File: src/rtl/core/sps_pkg.sv
// ----------------------------------------------------------------------------
// sps_pkg
// Shared types, codes and saturation helper for the SOR Poisson sweep block.
// ----------------------------------------------------------------------------
package sps_pkg;

    // Operation codes carried in s_tuser.
    localparam logic [1:0] OP_WRITE = 2'd0;
    localparam logic [1:0] OP_SWEEP = 2'd1;
    localparam logic [1:0] OP_READ  = 2'd2;

    // Configuration register indexes.
    localparam logic [2:0] CFG_OMEGA     = 3'd0;
    localparam logic [2:0] CFG_INV_DX_SQ = 3'd1;
    localparam logic [2:0] CFG_INV_DY_SQ = 3'd2;
    localparam logic [2:0] CFG_RELAX     = 3'd3;
    localparam logic [2:0] CFG_COLS      = 3'd4;
    localparam logic [2:0] CFG_ROWS      = 3'd5;
    localparam logic [2:0] CFG_CELLS     = 3'd6;
    localparam logic [2:0] CFG_SIDES     = 3'd7;

    // Bits of the boundary side mask.
    localparam int SIDE_BIT_LEFT   = 0;
    localparam int SIDE_BIT_RIGHT  = 1;
    localparam int SIDE_BIT_BOTTOM = 2;
    localparam int SIDE_BIT_TOP    = 3;

    localparam logic signed [65:0] SAT_HI = 66'sd2147483647;
    localparam logic signed [65:0] SAT_LO = -66'sd2147483648;

    typedef enum logic [1:0] {
        CMD_WRITE,
        CMD_SWEEP,
        CMD_READ,
        CMD_READ_ZERO
    } cmd_kind_t;

    typedef enum logic [3:0] {
        ENG_IDLE,
        ENG_READ,
        ENG_READ_OUT,
        ENG_UPD,
        ENG_RES,
        ENG_RMS_GO,
        ENG_RMS,
        ENG_BND,
        ENG_DONE
    } eng_state_t;

    typedef enum logic [1:0] {
        RMS_IDLE,
        RMS_DIV,
        RMS_SQRT,
        RMS_DONE
    } rms_state_t;

    // Boundary copies run in this order.
    typedef enum logic [1:0] {
        SIDE_BOTTOM,
        SIDE_TOP,
        SIDE_LEFT,
        SIDE_RIGHT
    } side_t;

    typedef struct packed {
        logic [17:0] omega;
        logic [30:0] inv_dx_sq;
        logic [30:0] inv_dy_sq;
        logic [30:0] relax_coeff;
        logic [6:0]  cols;
        logic [6:0]  rows;
        logic [24:0] global_cells;
        logic [3:0]  sides;
    } cfg_t;

    typedef struct packed {
        logic        done;
        logic [30:0] root;
        logic        clamp;
    } rms_res_t;

    typedef struct packed {
        logic signed [31:0] val;
        logic               hit;
    } sat_t;

    function automatic sat_t sat32(input logic signed [65:0] v);
        sat_t s;
        s.hit = 1'b1;
        if (v > SAT_HI) begin
            s.val = 32'sh7FFF_FFFF;
        end else if (v < SAT_LO) begin
            s.val = 32'sh8000_0000;
        end else begin
            s.val = v[31:0];
            s.hit = 1'b0;
        end
        return s;
    endfunction

endpackage

File: src/rtl/core/sps_front.sv
// ----------------------------------------------------------------------------
// sps_front
// Accepts input transactions, checks the cell address, computes the grid
// address and queues a command for the engine. Unused ops are dropped.
// ----------------------------------------------------------------------------
module sps_front
    import sps_pkg::*;
#(
    parameter int MAX_COLS = 64,
    parameter int MAX_ROWS = 64,
    localparam int STRIDE = MAX_ROWS + 2,
    localparam int CELLS  = (MAX_COLS + 2) * STRIDE,
    localparam int AW     = $clog2(CELLS),
    localparam int CMD_W  = 2 + AW + 64
) (
    input  logic             s_tvalid,
    output logic             s_tready,
    input  logic [79:0]      s_tdata,   // col[6:0], row[13:7], pressure_in[45:14],
                                        // rhs_in[77:46], zero pad[79:78]
    input  logic [1:0]       s_tuser,   // op[1:0]
    output logic             push_valid,
    input  logic             push_ready,
    output logic [CMD_W-1:0] push_data
);

    logic [6:0]  col;
    logic [6:0]  row;
    logic        in_range;
    logic        keep;
    cmd_kind_t   kind;
    logic [AW-1:0] addr;

    assign col = s_tdata[6:0];
    assign row = s_tdata[13:7];
    assign in_range = (int'(col) <= MAX_COLS + 1) && (int'(row) <= MAX_ROWS + 1);
    assign addr = in_range ? AW'(int'(col) * STRIDE + int'(row)) : '0;

    always_comb begin
        keep = 1'b0;
        kind = CMD_WRITE;
        case (s_tuser)
            OP_WRITE: begin
                keep = in_range;
                kind = CMD_WRITE;
            end
            OP_SWEEP: begin
                keep = 1'b1;
                kind = CMD_SWEEP;
            end
            OP_READ: begin
                keep = 1'b1;
                kind = in_range ? CMD_READ : CMD_READ_ZERO;
            end
            default: begin
                keep = 1'b0;
            end
        endcase
    end

    // Dropped transactions are still accepted, they simply never reach the queue.
    assign s_tready   = push_ready;
    assign push_valid = s_tvalid && keep;
    assign push_data  = {kind, addr, s_tdata[45:14], s_tdata[77:46]};

endmodule

File: config.mk
export PLATFORM = sky130hd
export DESIGN_NAME = sps_front
export DESIGN_NICKNAME = d
export VERILOG_FILES = /design/src/rtl/core/sps_pkg.sv /design/src/rtl/core/sps_front.sv
export SDC_FILE = /design/constraint.sdc
export NUM_CORES = 1
export LEC_CHECK = 0
export BUFFER_PORTS_ARGS = -buffer_cell sky130_fd_sc_hd__buf_4
export CAP_MARGIN = 20
export CELL_PAD_IN_SITES_DETAIL_PLACEMENT = 0
export CELL_PAD_IN_SITES_GLOBAL_PLACEMENT = 1
export CORE_MARGIN = 4
export CORE_UTILIZATION = 18
export DETAILED_ROUTE_END_ITERATION = 7
export PLACE_DENSITY = 0.77
export SYNTH_ARGS = -nofsm -noshare
export SYNTH_HDL_FRONTEND = slang
export SYNTH_SLANG_ARGS = --single-unit
File: constraint.sdc
create_clock -name vclk -period 2.6
set_input_delay 0.39 -clock vclk [all_inputs]
set_output_delay 0.39 -clock vclk [all_outputs]
set_load 0.02 [all_outputs]
* After elaboration in Yosys (flattened, before gate mapping)
Index checks and enable logic that the tools add are counted.
** Storage, ports and cells
- Bits in registers :: 0
- Bits of input ports :: 84
- Output and inout port bits :: 81
** Operators by class
- Equality and inequality tests :: 2
- Mux-type cells :: 4
- $add $sub $neg :: 1
- Reduce and logical (&&, ||, !) cells :: 4
- Multipliers :: 1
- $lt $le $gt $ge :: 2
** Operator list (count)
- $le 7x7->1 const B :: 2
- $add 13x7->13 :: 1
- $mux 13 :: 1
- $mul 7x6->12 const B :: 1
- $pmux 2 s2 :: 1
- $eq 2x1->1 const B :: 1
- $eq 2x2->1 const B :: 1
- $logic_and 1x1->1 :: 2
- $logic_not 2->1 :: 1
- $pmux 1 s2 :: 1
- $reduce_or 2->1 :: 1
- $mux 1 :: 1

* Longest topological paths before layout
Gate-level depths: netlist (run 1).
- Depth in word-level cells :: 4
- Mapped depth :: 9
- Depth with buffers taken out :: 9

* Least setup slack after synthesis (run 1)
Ideal clock, no wire load.
- Kind :: input -> output
- Start :: input s_tdata[1]
- End :: output push_data[76]
- Data required time :: 2.210 ns
- Path buffers :: 0
- Stages on the path :: 8
- Arrival time :: 2.472 ns
- Slack :: -0.262 ns
- Path through :: ha_1 ha_1 ha_1 inv_1 fa_1 nor4_1 nand3_1 a21oi_1
** On the way
- Longest elaborated chain between the ends :: 3
** RTL lines
- start: declaration :: RTL line sps_front.sv:18 : input logic [79:0] s_tdata,
- $mul 7x6->12 or $le 7x7->1 (tied branches) :: RTL line sps_front.sv:36, sps_front.sv:35
- $add 13x7->13 or $logic_and 1x1->1 (tied branches) :: RTL line sps_front.sv:36, sps_front.sv:35
- $mux 13 * :: RTL line sps_front.sv:36 : assign addr = in_range ? AW'(int'(col) * STRIDE + int'(row)) : '0;
- end: declaration :: RTL line sps_front.sv:23 : output logic [CMD_W-1:0] push_data
Every way passes the cells marked *; elsewhere a longest branch is shown, timed or not.

* Worst setup path after layout (run 1)
- Start :: input s_tdata[1]
- End :: output push_data[73]
The elaborated chain is that of the path after synthesis.

==> insert_results.sql, run 1 <==
INSERT INTO impl_metrics (metric_group, metric, value, unit) VALUES
('global_routing', 'global_route.overflow_total', '0', ''),
('layout', 'fillerInstances', '774', ''),
('layout', 'area_delta_synth_final', '9.00', '%'),
('synth', 'syn_area_per_cell', '7.82', 'um2'),
('layout', 'num-nets-final', '249', ''),
('critical_path', 'slowest_stage', 'fa_2', ''),
('layout', 'post-route-cell-area', '1360', 'um2'),
('sta', 'finalMaxSlewViolations', '0', ''),
('power_and_ir_drop', 'ir_worst_vdd', '0.0811', 'mV'),
('synth', 'ys_top_cells_by_area', 'buf_4, ha_1, fa_1', ''),
('die', 'num_io_pins', '165', ''),
('route', 'route.detailed.vias_per_inst', '4.20', ''),
('min_path', 'timing.hold.worst.class', 'in -> out', ''),
('route', 'firstDrtPassIters', '4', ''),
('outcome', 'run_status', 'finished with violations', ''),
('route', 'routed_wire_length_per_instance', '13.5', 'um'),
('critical_path', 'path_delay_family', 'adder cells', ''),
('layout', 'n_sequential_cell', '0', ''),
('route', 'route.vias.total', '941', ''),
('placed_design', 'postPlaceCellArea', '1340', 'um2'),
('synth', 'synthMostInstantiatedCell', 'buf_4', ''),
('die', 'die_width', '91.4', 'um'),
('layout', 'final.clkbuf_count', '0', ''),
('critical_path', 'crit_path_start_kind', 'input port', ''),
('critical_path', 'cp.required', '2.21', 'ns'),
('synth', 'synth.lib_cells_used.distinct', '35', ''),
('sta', 'final_hold_viol_count', '0', ''),
('critical_path', 'critPathMostFrequentCell', 'ha_4', ''),
('sta', 'sum_neg_setup_slack', '-0.432', 'ns'),
('layout', 'drive_gt1_share', '50.0', '%'),
('route', 'drt_first_iter_violations', '22', ''),
('critical_path', 'crit_path_cell_trace', 'buf_8 -> ha_4 -> ha_4 -> ha_4 -> inv_2 -> fa_2 -> nand2b_4 -> o21ai_4 -> a2111oi_4 -> buf_4', ''),
('synth', 'synthesis.instances', '160', ''),
('layout', 'seq_area', '0', 'um2'),
('route', 'post-route-drc-count', '0', ''),
('layout', 'final_core_utilization', '20.2', '%'),
('critical_path', 'critical_path.n_buffers_inverters', '3', ''),
('synth', 'syn_nets', '263', ''),
('synth', 'yosys_warnings', '0', ''),
('critical_path', 'crit_path_max_fanout', '7', ''),
('synth', 'synth_top_area_share', '39.0', '%'),
('die', 'floorplan.initialDensity', '18.5', '%'),
('route', 'totalWireLength', '3020', 'um'),
('job', 'max_cap_violations', '0', ''),
('layout', 'antenna-diode-count', '0', ''),
('critical_path', 'arrival', '2.35', 'ns'),
('critical_path', 'critPathKind', 'in -> out', ''),
('die', 'core_region_area', '6760', 'um2'),
('critical_path', 'cpPeakStageDelay', '0.61', 'ns'),
('outcome', 'failed_checks', 'setup timing', ''),
('synth', 'netlist.top_cell.by_area', 'buf_4', ''),
('die', 'core_rows', '30', ''),
('global_routing', 'grt_pass1_wl', '4590', 'um'),
('sta', 'finalCritPeriodShare', '105', '%'),
('synth', 'post_synth_instance_area', '1250', 'um2'),
('sta', 'setup_violations', '4', ''),
('sta', 'timing.fmax', '0.365', 'GHz'),
('power_and_ir_drop', 'p_leak', '0.595', 'nW'),
('cts', 'cts_post_setup_buffers_inserted', '0', ''),
('synth', 'synth_common_cells', 'buf_4, ha_1, inv_1, nand3_1', ''),
('critical_path', 'critPathCaptureType', 'output pin', ''),
('synth', 'synth-seq-area-share', '0', '%'),
('route', 'route.antenna.remaining_nets', '0', ''),
('die', 'die_area', '8350', 'um2'),
('global_routing', 'grt_usage', '6.64', '%'),
('die', 'die_height', '91.4', 'um'),
('global_routing', 'antenna_found_initial', '0', ''),
('placed_design', 'hpwl', '2530', 'um'),
('sta', 'final.min_clock_period', '2.74', 'ns'),
('sta', 'worst-slew-pin-transition', '0.538', 'ns'),
('power_and_ir_drop', 'finalPower', '308', 'uW'),
('sta', 'grt_setup_unrepaired', 'yes', ''),
('placed_design', 'worst_setup_slack_after_placement', '-0.206', 'ns'),
('global_routing', 'via_count_of_the_first_global_routing_pass', '952', ''),
('cts', 'cts_hold_buf', '0', ''),
('global_routing', 'grt_max_degree', '10', ''),
('placed_design', 'place.port_buffers', '33', ''),
('placed_design', 'gpl.final_weighted_congestion', '0.830', ''),
('sta', 'fin_ws', '-0.137', 'ns'),
('power_and_ir_drop', 'power_density', '225', 'nW/um2'),
('sta', 'timing.slew.headroom', '64.1', '%');
final timing paths:
kind	from	to	slack, ns	cells past startpoint
min	s_tdata[59]	push_data[13]	0.78	0
max	s_tdata[1]	push_data[73]	-0.14	10
report_power, final:
group          internal, mW  switching [mW]
logic                 0.148           0.159
registers                 0               0
clock network             0               0
layer usage:
metal	part of all wire, %	up-vias	global-route usage (%)
li1	-	455	-
met1	48	430	9.14
met2	40	42	9.69
met3	8.1	14	1.57
met4	4.0	0	3.02
met5	0	-	0
metrics by stage:
stage               hold WS (ns)  instances
floorplan                  0.893        160
global placement           0.780        224
detailed placement         0.780        224
CTS                        0.780        224
global route               0.780        224
finish                     0.780        224
cells in the final DEF (no fill, tap or decap), types with 2 or more instances in the layout:
cell	n
a21oi_1	3
and3_2	3
nand3b_1	4
a21boi_0	2
buf_4	46
o21ai_0	2
a21o_1	2
xnor2_1	3
nand2_1	3
nor3_1	2
o2111ai_1	2
ha_4	4
o21ai_4	3
buf_6	2
nor2_1	6
a21oi_2	3
inv_1	6
xor2_1	2
nand3_1	7
ha_1	12
mux2i_1	3
timing repair:
action | 4_1_cts | 5_1_grt
pin swaps | 4 | 2
gates resized for setup | 6 | 2
endpoints found under the setup margin | 5 | 5
gates cloned | 0 | 0
kinds of logic after synthesis:
kind of cell | count (synthesis) | synth area share [%]
AO/OA/AOI/OAI | 25 | 15.2
XOR/XNOR | 5 | 3.50
adder cells (fa/ha/maj) | 19 | 20.2
buffers and inverters | 72 | 41.1
multiplexers | 3 | 2.40
AND/OR/NAND/NOR | 36 | 17.6
final cells by class:
class	count	area, um2	share of cell area [%]
tap	80	100	7.34
timing repair buffer	49	383	28.1
multi-input combinational	88	855	62.7
inverter	7	26.3	1.93
No activity file was read; power rests on OpenSTA's default activity.
==> run 2: changes to the inputs <==
--- a/config.mk
+++ b/config.mk
@@ -8,3 +8,3 @@
 export BUFFER_PORTS_ARGS = -buffer_cell sky130_fd_sc_hd__buf_4
-export CAP_MARGIN = 20
+export CAP_MARGIN = 10
 export CELL_PAD_IN_SITES_DETAIL_PLACEMENT = 0
==> constraint.sdc (replaced) <==
create_clock -name vclk -period 2.6
set_input_delay 0.26 -clock vclk [all_inputs]
set_output_delay 0.26 -clock vclk [all_outputs]
set_load 0.02 [all_outputs]
==> run 2 against run 1 <==
  * The flow now finishes without violations
  * Core utilization is 1.4 points lower
  * Global-route usage is 0.084 points lower
  * Worst hold slack worse by 0.26 ns
  * Flip-flop and latch count stayed put
  * Largest power group unchanged
  * Maximum frequency is 7.7% higher
  * Largest cell class unchanged
  * Non-clock buffer count is 7 lower
  * Setup slack better by 0.19 ns
  * Final area is 6.7% lower
  * Clock-buffer cell count stayed put
  * Critical path type unchanged
  * First-iteration DRC count is 14% lower
==> insert_results.sql, run 2 (same netlist as run 1, synthesis figures left out) <==
INSERT INTO impl_metrics (metric_group, metric, value, unit) VALUES
('outcome', 'run_status', 'finished clean', ''),
('min_path', 'timing.hold.worst.class', 'in -> out', ''),
('sta', 'setup_violations', '0', ''),
('critical_path', 'critical_path.n_buffers_inverters', '4', ''),
('layout', 'area_occupied_by_multi_input_gates', '812', 'um2'),
('sta', 'finalCritPeriodShare', '97.8', '%'),
('route', 'topRoutingLayerUsed', 'met4', ''),
('placed_design', 'hpwl', '2380', 'um'),
('layout', 'n_sequential_cell', '0', ''),
('route', 'drt_first_iter_violations', '19', ''),
('route', 'route.detailed.vias_per_inst', '4.18', ''),
('route', 'route.vias.total', '906', ''),
('critical_path', 'crit_path_cell_trace', 'buf_4 -> ha_1 -> ha_4 -> ha_4 -> inv_2 -> fa_2 -> nor4_2 -> buf_4 -> nand3_2 -> a21oi_2 -> buf_6', ''),
('sta', 'timing.slew.headroom', '65.1', '%'),
('route', 'totalWireLength', '2840', 'um'),
('layout', 'fillerInstances', '768', ''),
('placed_design', 'gpl.final_weighted_congestion', '0.736', ''),
('critical_path', 'cp.required', '2.34', 'ns'),
('placed_design', 'worst_setup_slack_after_placement', '-0.188', 'ns'),
('critical_path', 'crit_path_max_fanout', '6', ''),
('route', 'post-route-drc-count', '0', ''),
('layout', 'most-common-layout-cells', 'buf_4, ha_1, inv_1, nand3_1, nor2_1', ''),
('global_routing', 'grt_max_degree', '11', ''),
('sta', 'timing.fmax', '0.393', 'GHz'),
('die', 'num_io_pins', '165', ''),
('cts', 'cts_hold_buf', '0', ''),
('global_routing', 'global_route.overflow_total', '0', ''),
('power_and_ir_drop', 'ir_worst_vdd', '0.0932', 'mV'),
('die', 'die_width', '91.4', 'um'),
('route', 'met1_length', '1320', 'um'),
('power_and_ir_drop', 'p_leak', '0.556', 'nW'),
('layout', 'layout.cells.most_common', 'buf_4', ''),
('route', 'routed_wire_length_per_instance', '13.1', 'um'),
('sta', 'worst-slew-pin-transition', '0.522', 'ns'),
('layout', 'antenna-diode-count', '0', ''),
('global_routing', 'antenna_found_initial', '0', ''),
('critical_path', 'arrival', '2.28', 'ns'),
('job', 'max_cap_violations', '0', ''),
('layout', 'area_delta_synth_final', '1.70', '%'),
('sta', 'worst_hold_slack', '0.520', 'ns'),
('critical_path', 'path_delay_family', 'adder cells', ''),
('die', 'core_region_area', '6760', 'um2'),
('route', 'firstDrtPassIters', '3', ''),
('global_routing', 'grt_pass1_wl', '4600', 'um'),
('critical_path', 'crit_path_start_kind', 'input port', ''),
('sta', 'grt_setup_unrepaired', 'yes', ''),
('route', 'met2_wirelength', '1190', 'um'),
('die', 'core_rows', '30', ''),
('sta', 'fin_ws', '0.0581', 'ns'),
('die', 'die_height', '91.4', 'um'),
('power_and_ir_drop', 'power_density', '213', 'nW/um2'),
('die', 'floorplan.initialDensity', '18.5', '%'),
('critical_path', 'cpPeakStageDelay', '0.48', 'ns'),
('global_routing', 'grt_usage', '6.55', '%'),
('sta', 'final.min_clock_period', '2.54', 'ns'),
('layout', 'final.clkbuf_count', '0', ''),
('sta', 'final_hold_viol_count', '0', ''),
('layout', 'seq_area', '0', 'um2'),
('global_routing', 'via_count_of_the_first_global_routing_pass', '964', ''),
('route', 'route.antenna.remaining_nets', '0', ''),
('critical_path', 'slowest_stage', 'fa_2', ''),
('layout', 'num-nets-final', '242', ''),
('route', 'met3_routed_wl', '229', 'um'),
('layout', 'drive_gt1_share', '44.5', '%'),
('critical_path', 'critPathCaptureType', 'output pin', ''),
('die', 'die_area', '8350', 'um2'),
('placed_design', 'place.port_buffers', '33', ''),
('critical_path', 'critPathKind', 'in -> out', ''),
('sta', 'finalMaxSlewViolations', '0', '');
run 2: cell count changes in the layout (fill, tap and decap cells not counted), moves of 2 or more:
| cell | delta |
|---|---|
| buf_4 | -7 |
| a21oi_1 | +2 |
| a21oi_2 | -2 |
| o21ai_0 | +2 |
run 2: power breakdown:
group / internal (mW) / switching (mW) / total (mW)
combinational: 0.130 / 0.141 / 0.271
sequential: 0 / 0 / 0
clock: 0 / 0 / 0
run 2: metal layers:
metal	GRT usage (%)	up-vias
met4	2.89	0
met2	9.69	42
met5	0	-
met3	1.33	18
li1	-	444
met1	9.10	402
run 2: area by class of cell:
class / count / share of cell area [%]
multi-input combinational: 88 / 63.8
timing repair buffer: 42 / 26.3
tap: 80 / 7.87
inverter: 7 / 2.06
run 2: path summary, 6_finish.rpt:
check,startpoint,end,cells after the start
max,s_tdata[5],push_data[76],11
min,s_tdata[73],push_data[27],0
run 2: timing repair:
action	4_1_cts	5_1_grt
gates cloned	0	0
buffers inserted	0	0
pin swaps	8	3
endpoints found under the hold margin	0	0
resized for setup	15	2
endpoints found under the setup margin	4	4
run 2: stage by stage:
step                total power [mW]  cells  util (%)  TNS [ns]  cell area, um2
global placement               0.247    217      17.5    -0.439            1180
floorplan                      0.295    160         -         0            1250
CTS                            0.272    217      18.7         0            1260
global route                   0.301    217      18.8    -0.188            1270
detailed placement             0.251    217      17.5    -0.544            1180
finish                         0.271    217      18.8         0            1270
