===== config.mk =====
export PLATFORM = sky130hd
export DESIGN_NAME = sps_rms
export DESIGN_NICKNAME = d
export VERILOG_FILES = /design/src/rtl/core/sps_pkg.sv /design/src/rtl/core/sps_rms.sv
export SDC_FILE = /design/constraint.sdc
export NUM_CORES = 1
export LEC_CHECK = 0
export ABC_AREA = 0
export BUFFER_PORTS_ARGS = -buffer_cell sky130_fd_sc_hd__buf_2
export CAP_MARGIN = 10
export CORE_MARGIN = 2
export CORE_UTILIZATION = 68
export DETAILED_ROUTE_END_ITERATION = 16
export HOLD_SLACK_MARGIN = 0.03
export PLACE_DENSITY = 0.95
export SKIP_LAST_GASP = 1
export SLEW_MARGIN = 0
export SYNTH_ARGS = -nofsm -noshare
export SYNTH_HDL_FRONTEND = slang
export SYNTH_SLANG_ARGS = --single-unit

===== constraint.sdc =====
create_clock -name aclk -period 26.6 [get_ports aclk]
set_input_delay 2.66 -clock aclk [delete_from_list [all_inputs] [get_ports aclk]]
set_output_delay 2.66 -clock aclk [all_outputs]
set_load 0.01 [all_outputs]

===== src/rtl/core/sps_pkg.sv =====
// ----------------------------------------------------------------------------
// sps_pkg
// Shared types, codes and saturation helper for the SOR Poisson sweep block.
// ----------------------------------------------------------------------------
package sps_pkg;

    // Operation codes carried in s_tuser.
    localparam logic [1:0] OP_WRITE = 2'd0;
    localparam logic [1:0] OP_SWEEP = 2'd1;
    localparam logic [1:0] OP_READ  = 2'd2;

    // Configuration register indexes.
    localparam logic [2:0] CFG_OMEGA     = 3'd0;
    localparam logic [2:0] CFG_INV_DX_SQ = 3'd1;
    localparam logic [2:0] CFG_INV_DY_SQ = 3'd2;
    localparam logic [2:0] CFG_RELAX     = 3'd3;
    localparam logic [2:0] CFG_COLS      = 3'd4;
    localparam logic [2:0] CFG_ROWS      = 3'd5;
    localparam logic [2:0] CFG_CELLS     = 3'd6;
    localparam logic [2:0] CFG_SIDES     = 3'd7;

    // Bits of the boundary side mask.
    localparam int SIDE_BIT_LEFT   = 0;
    localparam int SIDE_BIT_RIGHT  = 1;
    localparam int SIDE_BIT_BOTTOM = 2;
    localparam int SIDE_BIT_TOP    = 3;

    localparam logic signed [65:0] SAT_HI = 66'sd2147483647;
    localparam logic signed [65:0] SAT_LO = -66'sd2147483648;

    typedef enum logic [1:0] {
        CMD_WRITE,
        CMD_SWEEP,
        CMD_READ,
        CMD_READ_ZERO
    } cmd_kind_t;

    typedef enum logic [3:0] {
        ENG_IDLE,
        ENG_READ,
        ENG_READ_OUT,
        ENG_UPD,
        ENG_RES,
        ENG_RMS_GO,
        ENG_RMS,
        ENG_BND,
        ENG_DONE
    } eng_state_t;

    typedef enum logic [1:0] {
        RMS_IDLE,
        RMS_DIV,
        RMS_SQRT,
        RMS_DONE
    } rms_state_t;

    // Boundary copies run in this order.
    typedef enum logic [1:0] {
        SIDE_BOTTOM,
        SIDE_TOP,
        SIDE_LEFT,
        SIDE_RIGHT
    } side_t;

    typedef struct packed {
        logic [17:0] omega;
        logic [30:0] inv_dx_sq;
        logic [30:0] inv_dy_sq;
        logic [30:0] relax_coeff;
        logic [6:0]  cols;
        logic [6:0]  rows;
        logic [24:0] global_cells;
        logic [3:0]  sides;
    } cfg_t;

    typedef struct packed {
        logic        done;
        logic [30:0] root;
        logic        clamp;
    } rms_res_t;

    typedef struct packed {
        logic signed [31:0] val;
        logic               hit;
    } sat_t;

    function automatic sat_t sat32(input logic signed [65:0] v);
        sat_t s;
        s.hit = 1'b1;
        if (v > SAT_HI) begin
            s.val = 32'sh7FFF_FFFF;
        end else if (v < SAT_LO) begin
            s.val = 32'sh8000_0000;
        end else begin
            s.val = v[31:0];
            s.hit = 1'b0;
        end
        return s;
    endfunction

endpackage


===== src/rtl/core/sps_rms.sv =====
// ----------------------------------------------------------------------------
// sps_rms
// Iterative mean and root: a restoring divide of the 64-bit sum by the cell
// count, one quotient bit a cycle, then a digit-by-digit square root.
// ----------------------------------------------------------------------------
module sps_rms
    import sps_pkg::*;
(
    input  logic        aclk,
    input  logic        aresetn,
    input  logic        start,
    input  logic [63:0] sum,
    input  logic [24:0] global_cells,
    output rms_res_t    res
);

    localparam logic [5:0] DIV_LAST  = 6'd63;
    localparam logic [5:0] SQRT_LAST = 6'd31;

    rms_state_t  state_reg, state_next;
    logic [5:0]  cnt_reg;
    logic [63:0] num_reg;
    logic [24:0] rem_reg;
    logic [24:0] gc_reg;
    logic [63:0] root_reg;
    logic [63:0] bit_reg;
    logic [25:0] trial;
    logic        qbit;
    logic [63:0] try_val;
    logic        ge;

    assign trial   = {rem_reg, num_reg[63]};
    assign qbit    = trial >= {1'b0, gc_reg};
    assign try_val = root_reg + bit_reg;
    assign ge      = num_reg >= try_val;

    always_ff @(posedge aclk) begin
        if (!aresetn) begin
            state_reg <= RMS_IDLE;
        end else begin
            state_reg <= state_next;
        end
    end

    always_comb begin
        state_next = state_reg;
        res.done   = 1'b0;
        res.clamp  = 1'b0;
        res.root   = root_reg[30:0];
        case (state_reg)
            RMS_IDLE: begin
                if (start) begin
                    state_next = RMS_DIV;
                end
            end
            RMS_DIV: begin
                if (cnt_reg == DIV_LAST) begin
                    state_next = RMS_SQRT;
                end
            end
            RMS_SQRT: begin
                if (cnt_reg == SQRT_LAST) begin
                    state_next = RMS_DONE;
                end
            end
            RMS_DONE: begin
                res.done   = 1'b1;
                res.clamp  = |root_reg[63:31];
                if (res.clamp) begin
                    res.root = 31'h7FFF_FFFF;
                end
                state_next = RMS_IDLE;
            end
            default: begin
                state_next = RMS_IDLE;
            end
        endcase
    end

    // num_reg holds the dividend, becomes the quotient, then the radicand.
    always_ff @(posedge aclk) begin
        case (state_reg)
            RMS_IDLE: begin
                cnt_reg  <= '0;
                num_reg  <= sum;
                rem_reg  <= '0;
                gc_reg   <= (global_cells == '0) ? 25'd1 : global_cells;
            end
            RMS_DIV: begin
                num_reg <= {num_reg[62:0], qbit};
                rem_reg <= qbit ? 25'(trial - {1'b0, gc_reg}) : trial[24:0];
                cnt_reg <= (cnt_reg == DIV_LAST) ? '0 : cnt_reg + 6'd1;
                root_reg <= '0;
                bit_reg  <= 64'h4000_0000_0000_0000;
            end
            RMS_SQRT: begin
                if (ge) begin
                    num_reg  <= num_reg - try_val;
                    root_reg <= (root_reg >> 1) + bit_reg;
                end else begin
                    root_reg <= root_reg >> 1;
                end
                bit_reg <= bit_reg >> 2;
                cnt_reg <= cnt_reg + 6'd1;
            end
            default: begin
                cnt_reg <= '0;
            end
        endcase
    end

endmodule


== After elaboration in Yosys (flattened, before gate mapping) ==
Index checks and enable logic that the tools add are counted.
Cells by class
  bitwise gates (word level): 0
  reductions and logical operators: 8
  eq/ne operators: 9
  divide/modulo/power cells: 0
  $add $sub $neg: 5
  order comparisons: 2
  multipliers: 0
  shifts and indexed selects: 0
  muxes and demuxes: 15
Operator list (number)
  case mux 64 bit (2 select lines): 2
  case mux 64 bit (3 select lines): 1
  2-to-1 mux 64 bit: 2
  adder 63 x 64 -> 64 bit: 1
  adder 64 bit: 1
  >= comparator 64 bit: 1
  subtractor 64 bit: 1
  case mux 25 bit (2 select lines): 1
  2-to-1 mux 33 bit: 1
  OR reduction 33 bit: 1
  2-to-1 mux 31 bit: 1
  >= comparator 26 x 25 -> 1 bit: 1
  zero test 25 bit: 1
  2-to-1 mux 25 bit: 1
  subtractor 25 bit: 1
  case mux 6 bit (2 select lines): 1
  != test 2 bit (second input constant): 4
  case mux 2 bit (4 select lines): 1
  adder 6 x 1 -> 6 bit (second input constant): 1
  equality test 6 x 5 -> 1 bit (second input constant): 1
  equality test 6 bit (second input constant): 1
  2-to-1 mux 2 bit: 3
  2-to-1 mux 6 bit: 1
  equality test 2 bit (second input constant): 2
  other kinds (6): 7
Storage, ports and cells
  memory bits (writable): 0
  memories kept: 0
  logic and storage cells: 46
  ROM bits: 0
  output and inout port bits: 33
  latch bits: 0
  bits in registers: 250
  input bits: 92

== Depth between registers and ports, before layout ==
Gate-level depths: netlist (run 1).
  depth in word-level cells: 4
  depth in mapped cells: 27
  gate-level depth less buffers: 25

== Worst setup path after synthesis (run 1) ==
No wires, ideal clock.
  path type: register -> register
  start: register root_reg[12]
  end: register num_reg[0] (enable)
  arrival: 7.837 ns
  buffers on the path: 3
  cell stages (with the launch flop): 25
  period minus slack after synthesis: 8.344 ns
  library setup time: 0.507 ns
  slack: 18.256 ns
  cell sequence: edfxtp_1 -> ha_1 -> and4_1 -> or3b_1 -> o211a_1 -> o21ai_0 -> a21o_1 -> a31oi_1 -> o21bai_1 -> a21o_1 -> a31oi_1 -> xor2_1 -> ha_1 -> clkbuf_1 -> a21o_1 -> a21o_1 -> a21oi_1 -> o21ai_0 -> nor3b_1 -> o31ai_1 -> a31oi_1 -> o21ba_2 -> buf_2 -> buf_2 -> a21oi_1
Between the ends
  word-level cells in the longest chain between the ends: 4
RTL lines
  start, declared: line sps_rms.sv:25  | logic [63:0] root_reg;
  start signal, assigned: line sps_rms.sv:99  | root_reg <= (root_reg >> 1) + bit_reg;
  start signal, assigned: line sps_rms.sv:101  | root_reg <= root_reg >> 1;
  adder 64 bit: line sps_rms.sv:34  | assign try_val = root_reg + bit_reg;
  >= comparator 64 bit: line sps_rms.sv:35  | assign ge = num_reg >= try_val;
  != test 2 bit (no source line)
  AND reduction 2 bit (no source line)
  end signal, assigned: line sps_rms.sv:85  | num_reg <= sum;
  end signal, assigned: line sps_rms.sv:90  | num_reg <= {num_reg[62:0], qbit};
  end signal, assigned: line sps_rms.sv:98  | num_reg <= num_reg - try_val;
  end, declared: line sps_rms.sv:22  | logic [63:0] num_reg;
No other way between the ends.
A chain may end at the register's enable or synchronous reset.

== Final worst setup path (run 1) ==
  start: register root_reg[0]
  end: register num_reg[62] (enable)
Same word-level chain as after synthesis.

==> results of run 1 <==
==> cells in the final DEF, fill, tap and decap left out, types with 8 or more instances in the layout <==
master,count
a211oi_1,28
a21boi_0,11
a21o_1,51
a21oi_1,144
a221o_1,10
a221oi_1,31
a22oi_1,20
a31o_2,16
a31oi_1,64
and2_1,49
and3_1,22
and4_1,13
buf_2,124
buf_4,12
clkbuf_1,9
clkbuf_16,27
dfxtp_1,8
edfxtp_1,210
ha_1,158
inv_1,66
mux2i_1,22
nand2_1,177
nand2b_1,48
nand3_1,37
nand4_1,46
nor2_1,259
nor2b_1,30
nor3_1,24
nor4_1,15
o211ai_1,10
o21a_1,19
o21ai_0,122
o21bai_1,40
o31ai_1,11
or3_1,13
xnor2_1,106
xor2_1,91
==> per-layer routing <==
layer  global-route usage, %  vias up
met5                       0        -
met4                    13.8        0
met3                    6.41      194
met2                    59.4     1113
met1                    51.4     8463
li1                        -     8278
==> worst max-delay path by stage <==
stage | endpoint | slack, ns | cells after the start
3_5_place_dp | num_reg[60] | 19.29 | 23
3_3_place_gp | num_reg[58] | 19.44 | 23
2_1_floorplan | num_reg[0] | 18.26 | 24
6_report | num_reg[62] | 19.16 | 23
4_1_cts | num_reg[62] | 19.28 | 23
5_1_grt | num_reg[51] | 18.60 | 23
==> cells by family (layout without fill, tap and decap cells) <==
group                    Yosys count  count (layout)  synth area share [%]
AND/OR/NAND/NOR                  759             759                  19.0
AO/OA/AOI/OAI                    656             656                  23.0
flip-flops                       218             218                  33.5
XOR/XNOR                         197             197                  8.95
buffers and inverters            188             251                  3.76
adder cells (fa/ha/maj)          163             163                  10.7
multiplexers                      22              22                  1.14
other                              0               2                     0
==> area by class of cell <==
cell class	count	share of cell area, %
Antenna cell	2	0.0241
Clock buffer	36	3.41
Clock inverter	10	0.216
Inverter	69	1.24
Multi-Input combinational cell	1797	58.3
Sequential cell	218	31.1
Tap cell	378	2.27
Timing Repair Buffer	136	3.42
==> metrics by stage <==
stage / setup slack [ns] / instances
after floorplan: 18.26 / 2203
after global placement: 19.44 / 2598
after detailed placement: 19.29 / 2598
after CTS: 19.28 / 2644
after global routing: 18.60 / 2646
final: 19.16 / 2646
==> run metrics, run 1 <==
worst path cell trace=ha_1 -> ha_1 -> a21oi_1 -> o21ai_0 -> a211o_1 -> a21bo_2 -> a31oi_1 -> o21ai_0 -> a21oi_1 -> nor2_1 -> o21ai_0 -> xor2_1 -> ha_1 -> nand3_1 -> nor3_1 -> and3_1 -> nand2_1 -> nor3b_1 -> o31ai_1 -> a31oi_1 -> o21ba_2 -> a21oi_4 -> buf_4; dominant cell type by area after synthesis=edfxtp_1; Skew-Pair Late Insertion Delay=roughly 0.55 ns; Initial Utilization=69.2%; Slew @ Worst Pin=~1.1 ns; top-count cell post-synth=nor2_1; dominant synthesized flop cell=edfxtp_1; DR DRC count=0; Reg clk slew, reported paths=around 0.060 ns; # clock sinks=around 220; Warnings, synthesis=0; DRT met1 WL=between 20000 and 25000 µm; Hold Path Sink=cnt_reg[0]; metal2 WL=between 20000 and 30000 µm; gr usage total=a little under two fifths; largest net degree at the start of global routing=82; CP startpoint kind=flip-flop; Area growth syn-to-layout=7.94%; slowest stage delay, CP=around 0.94 ns; FF+latch count, synth=218; I/O pins=about 130; die area=29700 µm²; status=complete, no violations; family with the most delay on the worst path=compound AO/OA/AOI/OAI gates; number of global-route vias before repair=between 15000 and 20000; Hold Path Origin=cnt_reg[0]; Area after DPL=around 20000 µm²; synth cell count leaders=259 x nor2_1, 210 x edfxtp_1, 177 x nand2_1; worst setup path category=reg2reg; Vias=between 15000 and 20000; Post-synth EDFFs=210; Syn Std Cell Area=approximately 19000 µm²; r2r startpoint=root_reg[0]; dpl hpwl=roughly 41000 µm; Post-Syn Instances=around 2200; Detailed Route Iter0 Violations=~2300; Post-Syn Area per Cell=8.75 µm²; initial antenna violation count=2; count of buffer and inverter cells on the critical path=1; nets in the synthesized netlist=roughly 2500; Register Area=around 6500 µm²; Setup Fix Bufs, Post-CTS=0; Synth area leaders=edfxtp_1 33%, ha_1 10%, nor2_1 5.0%; Reg2Reg Depth=23; Critical Path AT=~7.6 ns; Tcrit/Tclk final=between 20% and 30%; Fin Clk Skew=~0.015 ns; max-slew violations=0; num rows=around 60; RSZ-0062 raised after global routing=no; hold buffer count at CTS=0; Clock Tree Buf Depth=3; Max Clk Rate=approximately 0.13 GHz; Crit-path slowest cell=a21oi_4; Min-Delay Path Class=reg2reg; Die Span Y=roughly 170 µm; Routed Wire Length=between 50000 and 60000 µm; crit path max fanout=33; final instance area=between 20000 and 25000 µm²; DR pass1 iterations=6; GRT overflow=0; Die Span X=~170 µm; core area=roughly 28000 µm²; sequential area share after synthesis=about a third; endpoints failing hold=0; first-pass GRT wire length=between 80000 and 90000 µm; Tmin final=roughly 7.4 ns; PortBufs=between 100 and 150; setup violators final=0; Worst Path Required=26.78 ns; CTS tree=yes; vias per std cell=~6.8; Synth top area share=between 30% and 40%; Hold Crit Depth=1; Layout Utilization=between 70% and 80%; post-route ant nets=0; relative slew slack=between 20 and 25%; total CTS buffers=26; Setup TNS Final=0 ns; top layer in use=met4; max-cap violations=0; fillers=between 2000 and 2500; met3 wire len=just under 6000 µm; share of layout cells above drive strength 1=a little under a tenth; flop2flop setup slack=19.16 ns; FFs w/ async S/R, synth=0%; fin nets=around 2500; CP Capture Type=flip-flop; Synth cell types=83; Avg WL per Cell=about 21 µm; H-tree Lvls=1; RR Endpoint=num_reg[62]; post-cts resize count=0; routability cong.=1.02; hold_ws=roughly 0.48 ns; crit path launch=root_reg[0]; area of the multi-input gates=12100 µm²; root buffer cell=clkbuf_16
Power of run 1 is left out: the tool's default activity adds up to more than one toggle a clock period on the data nets, which glitch-free logic cannot reach.
==> inputs of run 2 (changes only) <==
--- a/config.mk
+++ b/config.mk
@@ -9,10 +9,10 @@
 export BUFFER_PORTS_ARGS = -buffer_cell sky130_fd_sc_hd__buf_2
 export CAP_MARGIN = 10
 export CORE_MARGIN = 2
-export CORE_UTILIZATION = 68
+export CORE_UTILIZATION = 57
 export DETAILED_ROUTE_END_ITERATION = 16
 export HOLD_SLACK_MARGIN = 0.03
-export PLACE_DENSITY = 0.95
+export PLACE_DENSITY = 0.89
 export SKIP_LAST_GASP = 1
 export SLEW_MARGIN = 0
 export SYNTH_ARGS = -nofsm -noshare
==> constraint.sdc (replaced) <==
create_clock -name aclk -period 6.42 [get_ports aclk]
set_input_delay 0.642 -clock aclk [delete_from_list [all_inputs] [get_ports aclk]]
set_output_delay 0.642 -clock aclk [all_outputs]
set_load 0.01 [all_outputs]
==> run 2 against run 1 <==
Die area is 19% higher. Worst hold slack got worse by 0.19 ns. Clock-buffer cell count fell by 3. Sequential cell count did not move. Critical path type unchanged.
==> run metrics, run 2 (synthesis gave the netlist of run 1 again) <==
Initial Utilization=57.6% (-12 points); RR Endpoint=root_reg[5]; Slew @ Worst Pin=1.12 ns (-0.0296 ns); max-slew violations=0 (unchanged); root buffer cell=clkbuf_16; endpoints failing hold=0 (unchanged); Die Span Y=188 µm (+9.0%); Reg clk slew, reported paths=0.06 ns (about the same); setup violators final=0 (unchanged); CP startpoint kind=flip-flop; die area=35300 µm² (+19%); post-route ant nets=0 (unchanged); number of diodes=0 (-2); CTS tree=yes; Avg WL per Cell=20.7 µm (-2.9%); max-cap violations=0 (unchanged); Die Span X=188 µm (+9.0%); r2r startpoint=root_reg[18]; initial antenna violation count=0 (-2); PortBufs=124 (unchanged); Area growth syn-to-layout=10.5%; flop2flop setup slack=0.23 ns (-18.93 ns); # clock sinks=218 (unchanged); Hold Crit Depth=1 (unchanged); hold buffer count at CTS=0 (unchanged); Vias=17900 (-0.72%); Hold Path Sink=gc_reg[7]; Critical Path AT=6.47 ns (-1.15 ns); GRT overflow=0 (unchanged); worst setup path category=reg2reg; placed cell count=2690 (+3.5%); routability cong.=0.982 (-3.5%); vias per std cell=6.53 (-4.3%); area of the multi-input gates=12300 µm² (+0.91%); largest net degree at the start of global routing=84 (+2.4%); Fin Clk Skew=0.00859 ns (-0.00651 ns); Max Clk Rate=0.162 GHz (+20%); Min-Delay Path Class=in2reg; Area after DPL=20300 µm² (+1.4%); fillers=2645 (+29%); first-pass GRT wire length=89500 µm (+1.2%); commonest non-fill, non-tap cell in the layout=nor2_1; status=complete, no violations; most frequent cells in the layout=259 x nor2_1, 210 x edfxtp_1, 177 x nand2_1; Register Area=6470 µm² (unchanged); total CTS buffers=27 (+3.8%); share of layout cells above drive strength 1=11.1% (+1.7 points); hold_ws=0.287 ns (-0.191 ns); Reg2Reg Depth=22 (-4.3%); relative slew slack=24.6% (+2.0 points); final instance area=21300 µm² (+2.4%); DR pass1 iterations=6 (unchanged); Tmin final=6.19 ns (-1.25 ns); fin nets=2531 (+1.1%); Finished Layout Cells=2744 (+3.7%); H-tree Lvls=1 (unchanged); Tcrit/Tclk final=96.4% (+68 points); Worst Path Required=6.70 ns (-20.08 ns); crit path max fanout=61 (+85%); Hold Path Origin=global_cells[7]; number of global-route vias before repair=17100 (+0.73%); dpl hpwl=40800 µm (-1.2%); DR DRC count=0 (unchanged); Routed Wire Length=56800 µm (+0.74%); Skew-Pair Late Insertion Delay=0.55 ns (about the same); Layout Utilization=63.7% (-11 points); CP Capture Type=flip-flop; I/O pins=125 (unchanged); num rows=67 (+9.8%); core area=33400 µm² (+20%); gr usage total=31.1% (-6.3 points); Clock Tree Buf Depth=3 (unchanged); Detailed Route Iter0 Violations=2144 (-8.7%)
run 2: cell types whose count changed in the layout (fill, tap and decap cells not counted), moves of 2 or more:
cell	change
buf_4	+25
a31oi_1	-4
a31oi_2	+3
clkbuf_1	-3
clkinv_1	+3
o21ai_0	-3
buf_12	+2
bufinv_16	+2
diode_2	-2
ha_1	-2
ha_2	+2
o21ai_1	+2
o31ai_1	-2
run 2: area by class of cell:
cell class / count / share of cell area, %
multi-input combinational: 1797 / 57.5
clock buffer: 33 / 3.28
clock inverter: 16 / 0.587
sequential: 218 / 30.4
tap: 448 / 2.63
timing repair buffer: 163 / 4.41
inverter: 69 / 1.22
run 2: worst max path at each step:
stage / from / to / cells after the start
after global routing: root_reg[18] / root_reg[19] / 25
after global placement: root_reg[2] / num_reg[62] / 23
after detailed placement: bit_reg[0] / num_reg[62] / 24
after CTS: bit_reg[0] / num_reg[62] / 24
after floorplan: root_reg[12] / num_reg[0] / 24
final: root_reg[18] / root_reg[5] / 22
run 2: per-layer routing:
| metal | wire, µm | track usage (%) | vias up | share of wire, % |
|---|---|---|---|---|
| met5 | 0 | 0 | - | 0 |
| met4 | 2050 | 10.4 | 0 | 3.6 |
| met3 | 5340 | 4.02 | 179 | 9.4 |
| met2 | 25700 | 49.9 | 1030 | 45 |
| met1 | 23700 | 43.6 | 8384 | 42 |
| li1 | - | - | 8325 | - |
run 2: worst max-delay path, stage by stage, from the launching register on:
cell and delay [ns]:
edfxtp_1 0.51, ha_1 0.47, and4_1 0.25, nand3_1 0.15, o311ai_0 0.47, a31oi_2 0.13, o21ai_1 0.27, o21ai_0 0.21
o31a_1 0.37, nor2b_1 0.15, xnor2_1 0.16, ha_1 0.36, a21o_1 0.26, a21o_1 0.21, a21o_1 0.17, or4b_2 0.65
a31oi_2 0.23, buf_4 0.16, o21bai_4 0.07, buf_12 0.19, o21ai_0 0.16, xor2_1 0.20, nor2_1 0.05
run 2: per-stage QoR:
| stage | worst slack (ns) | TNS (ns) |
|---|---|---|
| 2_1_floorplan | 0.203 | 0 |
| 3_3_place_gp | 0.120 | 0 |
| 3_5_place_dp | 0.0512 | 0 |
| 4_1_cts | 0.0265 | 0 |
| 5_1_grt | -0.0219 | -0.0367 |
| 6_report | 0.229 | 0 |
run 2: repair_timing:
| item | in CTS | in global routing |
|---|---|---|
| setup endpoints to repair | 0 | 137 |
| buffers inserted | 0 | 5 |
| resized for setup | 0 | 21 |
Power of run 2 is left out for the same reason.
==> inputs of run 3 (changes only) <==
--- a/config.mk
+++ b/config.mk
@@ -13,6 +13,7 @@
 export DETAILED_ROUTE_END_ITERATION = 16
 export HOLD_SLACK_MARGIN = 0.03
 export PLACE_DENSITY = 0.89
+export SETUP_SLACK_MARGIN = 0.4
 export SKIP_LAST_GASP = 1
 export SLEW_MARGIN = 0
 export SYNTH_ARGS = -nofsm -noshare
==> run 3 against run 2 <==
Via count rose by 1.3%. Cell area rose by 2.4%. Register-to-register slack improved by 0.24 ns. Sequential cell count did not move. Worst hold slack got worse by 0.0037 ns. Core utilization rose by 1.5 points. Routed wire length rose by 1.9%. Global-route usage fell by 0.076 points. Critical path depth rose by 2. Setup slack improved by 0.24 ns. Fmax rose by 4.1%. Clock-buffer cell count did not move.
==> run metrics, run 3 (synthesis gave the netlist of run 1 again) <==
Tmin final=5.95 ns (-0.243 ns); Die Span X=188 µm (unchanged); Area growth syn-to-layout=13.1%; Avg WL per Cell=20.9 µm (+1.0%); core area=33400 µm² (unchanged); CP startpoint kind=flip-flop; Routed Wire Length=57800 µm (+1.9%); Die Span Y=188 µm (unchanged); Clock Tree Buf Depth=3 (unchanged); flop2flop setup slack=0.47 ns (+0.24 ns); number of diodes=0 (unchanged); count of buffer and inverter cells on the critical path=4 (+2); Fin Clk Skew=0.0124 ns (+0.00384 ns); CTS tree=yes; Crit-path slowest cell=edfxtp_1; dpl hpwl=40700 µm (about the same); status=complete, no violations; Critical Path AT=6.21 ns (-0.26 ns); family with the most delay on the worst path=compound AO/OA/AOI/OAI gates; vias per std cell=6.56 (+0.42%); max-slew violations=0 (unchanged); # clock sinks=218 (unchanged); Worst Path Required=6.69 ns (about the same); fin nets=2556 (+0.99%); final instance area=21800 µm² (+2.4%); Tcrit/Tclk final=92.6% (-3.8 points); setup violators final=0 (unchanged); CP Depth=24 (+9.1%); worst path cell trace=ha_1 -> and4_1 -> nand4_1 -> o221ai_1 -> a21oi_4 -> o41ai_4 -> a31oi_4 -> o31ai_4 -> a31oi_2 -> o21ai_1 -> xnor2_1 -> ha_1 -> buf_4 -> nor2b_2 -> or4_1 -> nand2_1 -> a21oi_1 -> o21ai_1 -> buf_4 -> o21ba_4 -> buf_4 -> clkbuf_16 -> or3_1 -> a21oi_1; max-cap violations=0 (unchanged); number of global-route vias before repair=17100 (-0.029%); Skew-Pair Late Insertion Delay=0.55 ns (about the same); die area=35300 µm² (unchanged); worst setup path category=reg2reg; DR DRC count=0 (unchanged); endpoints failing hold=0 (unchanged); Detailed Route Iter0 Violations=2307 (+7.6%); most used cell, CP=buf_4; Min-Delay Path Class=in2reg; first-pass GRT wire length=89300 µm (-0.31%); Register Area=6470 µm² (unchanged); num rows=67 (unchanged); Max Clk Rate=0.168 GHz (+4.1%); Reg clk slew, reported paths=0.06 ns (about the same); H-tree Lvls=1 (unchanged); initial antenna violation count=0 (unchanged); Area after DPL=20400 µm² (+0.22%); Critical Path End=root_reg[20]; CP Capture Type=flip-flop; Initial Utilization=57.6% (unchanged); post-route ant nets=0 (unchanged); DR pass1 iterations=8 (+2); commonest non-fill, non-tap cell in the layout=nor2_1; crit path launch=root_reg[24]; RR Endpoint=root_reg[20]; total CTS buffers=26 (-3.7%); relative slew slack=26.6% (+2.0 points); Slew @ Worst Pin=1.09 ns (-0.0301 ns); Vias=18200 (+1.3%); largest net degree at the start of global routing=80 (-4.8%); root buffer cell=clkbuf_16; PortBufs=124 (unchanged); routability cong.=0.991 (+0.97%); most frequent cells in the layout=258 x nor2_1, 210 x edfxtp_1, 177 x nand2_1; RSZ-0062 raised after global routing=yes; r2r startpoint=root_reg[24]; GRT overflow=0 (unchanged); I/O pins=125 (unchanged); Reg2Reg Depth=24 (+9.1%); area of the multi-input gates=12400 µm² (+1.4%); slowest stage delay, CP=0.51 ns (-0.14 ns); share of layout cells above drive strength 1=13.6% (+2.4 points); gr usage total=31.0% (-0.076 points); crit path max fanout=12 (-80%); fillers=2548 (-3.7%)
==> run 3: final cells by class <==
cell class	instances	share of cell area [%]
multi-input combinational	1797	57.0
sequential	218	29.7
timing repair buffer	189	5.52
clock buffer	33	3.29
tap	448	2.57
inverter	69	1.19
clock inverter	14	0.809
==> run 3: worst min-delay path by stage <==
stage / start / endpoint / slack (ns) / cells after the start
2_1_floorplan: cnt_reg[0] / cnt_reg[0] / 0.42 / 1
3_3_place_gp: cnt_reg[0] / cnt_reg[0] / 0.43 / 1
3_5_place_dp: cnt_reg[0] / cnt_reg[0] / 0.45 / 1
4_1_cts: global_cells[4] / gc_reg[4] / 0.27 / 1
5_1_grt: global_cells[14] / gc_reg[14] / 0.28 / 1
6_report: global_cells[14] / gc_reg[14] / 0.28 / 1
==> run 3: per-stage QoR <==
step	utilization (%)	setup WS [ns]	instances	hold WS [ns]	setup TNS (ns)
2_1_floorplan	-	0.410	2203	0.418	0
3_5_place_dp	60.9	-0.0694	2688	0.450	-0.0694
6_report	65.2	0.473	2768	0.283	0
3_3_place_gp	60.9	0.0539	2688	0.430	0
4_1_cts	63.8	0.375	2739	0.274	0
5_1_grt	65.2	0.300	2768	0.277	0
==> run 3: worst reg2reg max path: cells and delay by family (launching register included) <==
kind	cells	cell delay [ns]
compound gates	11	2.23
simple gates	6	1.34
flops	1	0.51
xor+xnor	1	0.18
buf+inv	4	0.69
fa+ha+maj	2	0.74
==> run 3: routing by layer <==
layer  part of all wire, %  GRT usage, %  vias up
met5                     0             0        -
met4                   3.3          9.84        0
met1                    41          43.2     8575
met3                   9.9          3.82      150
li1                      -             -     8387
met2                    45          50.4     1039
==> run 3: repair_timing <==
| action | 4_1_cts | 5_1_grt |
|---|---|---|
| resized for setup | 9 | 51 |
| setup buffers | 4 | 26 |
| gates cloned | 0 | 3 |
| hold buffers | 0 | 0 |
| endpoints found under the setup margin | 116 | 145 |
| pin swaps | 4 | 25 |
Power of run 3 is left out for the same reason.
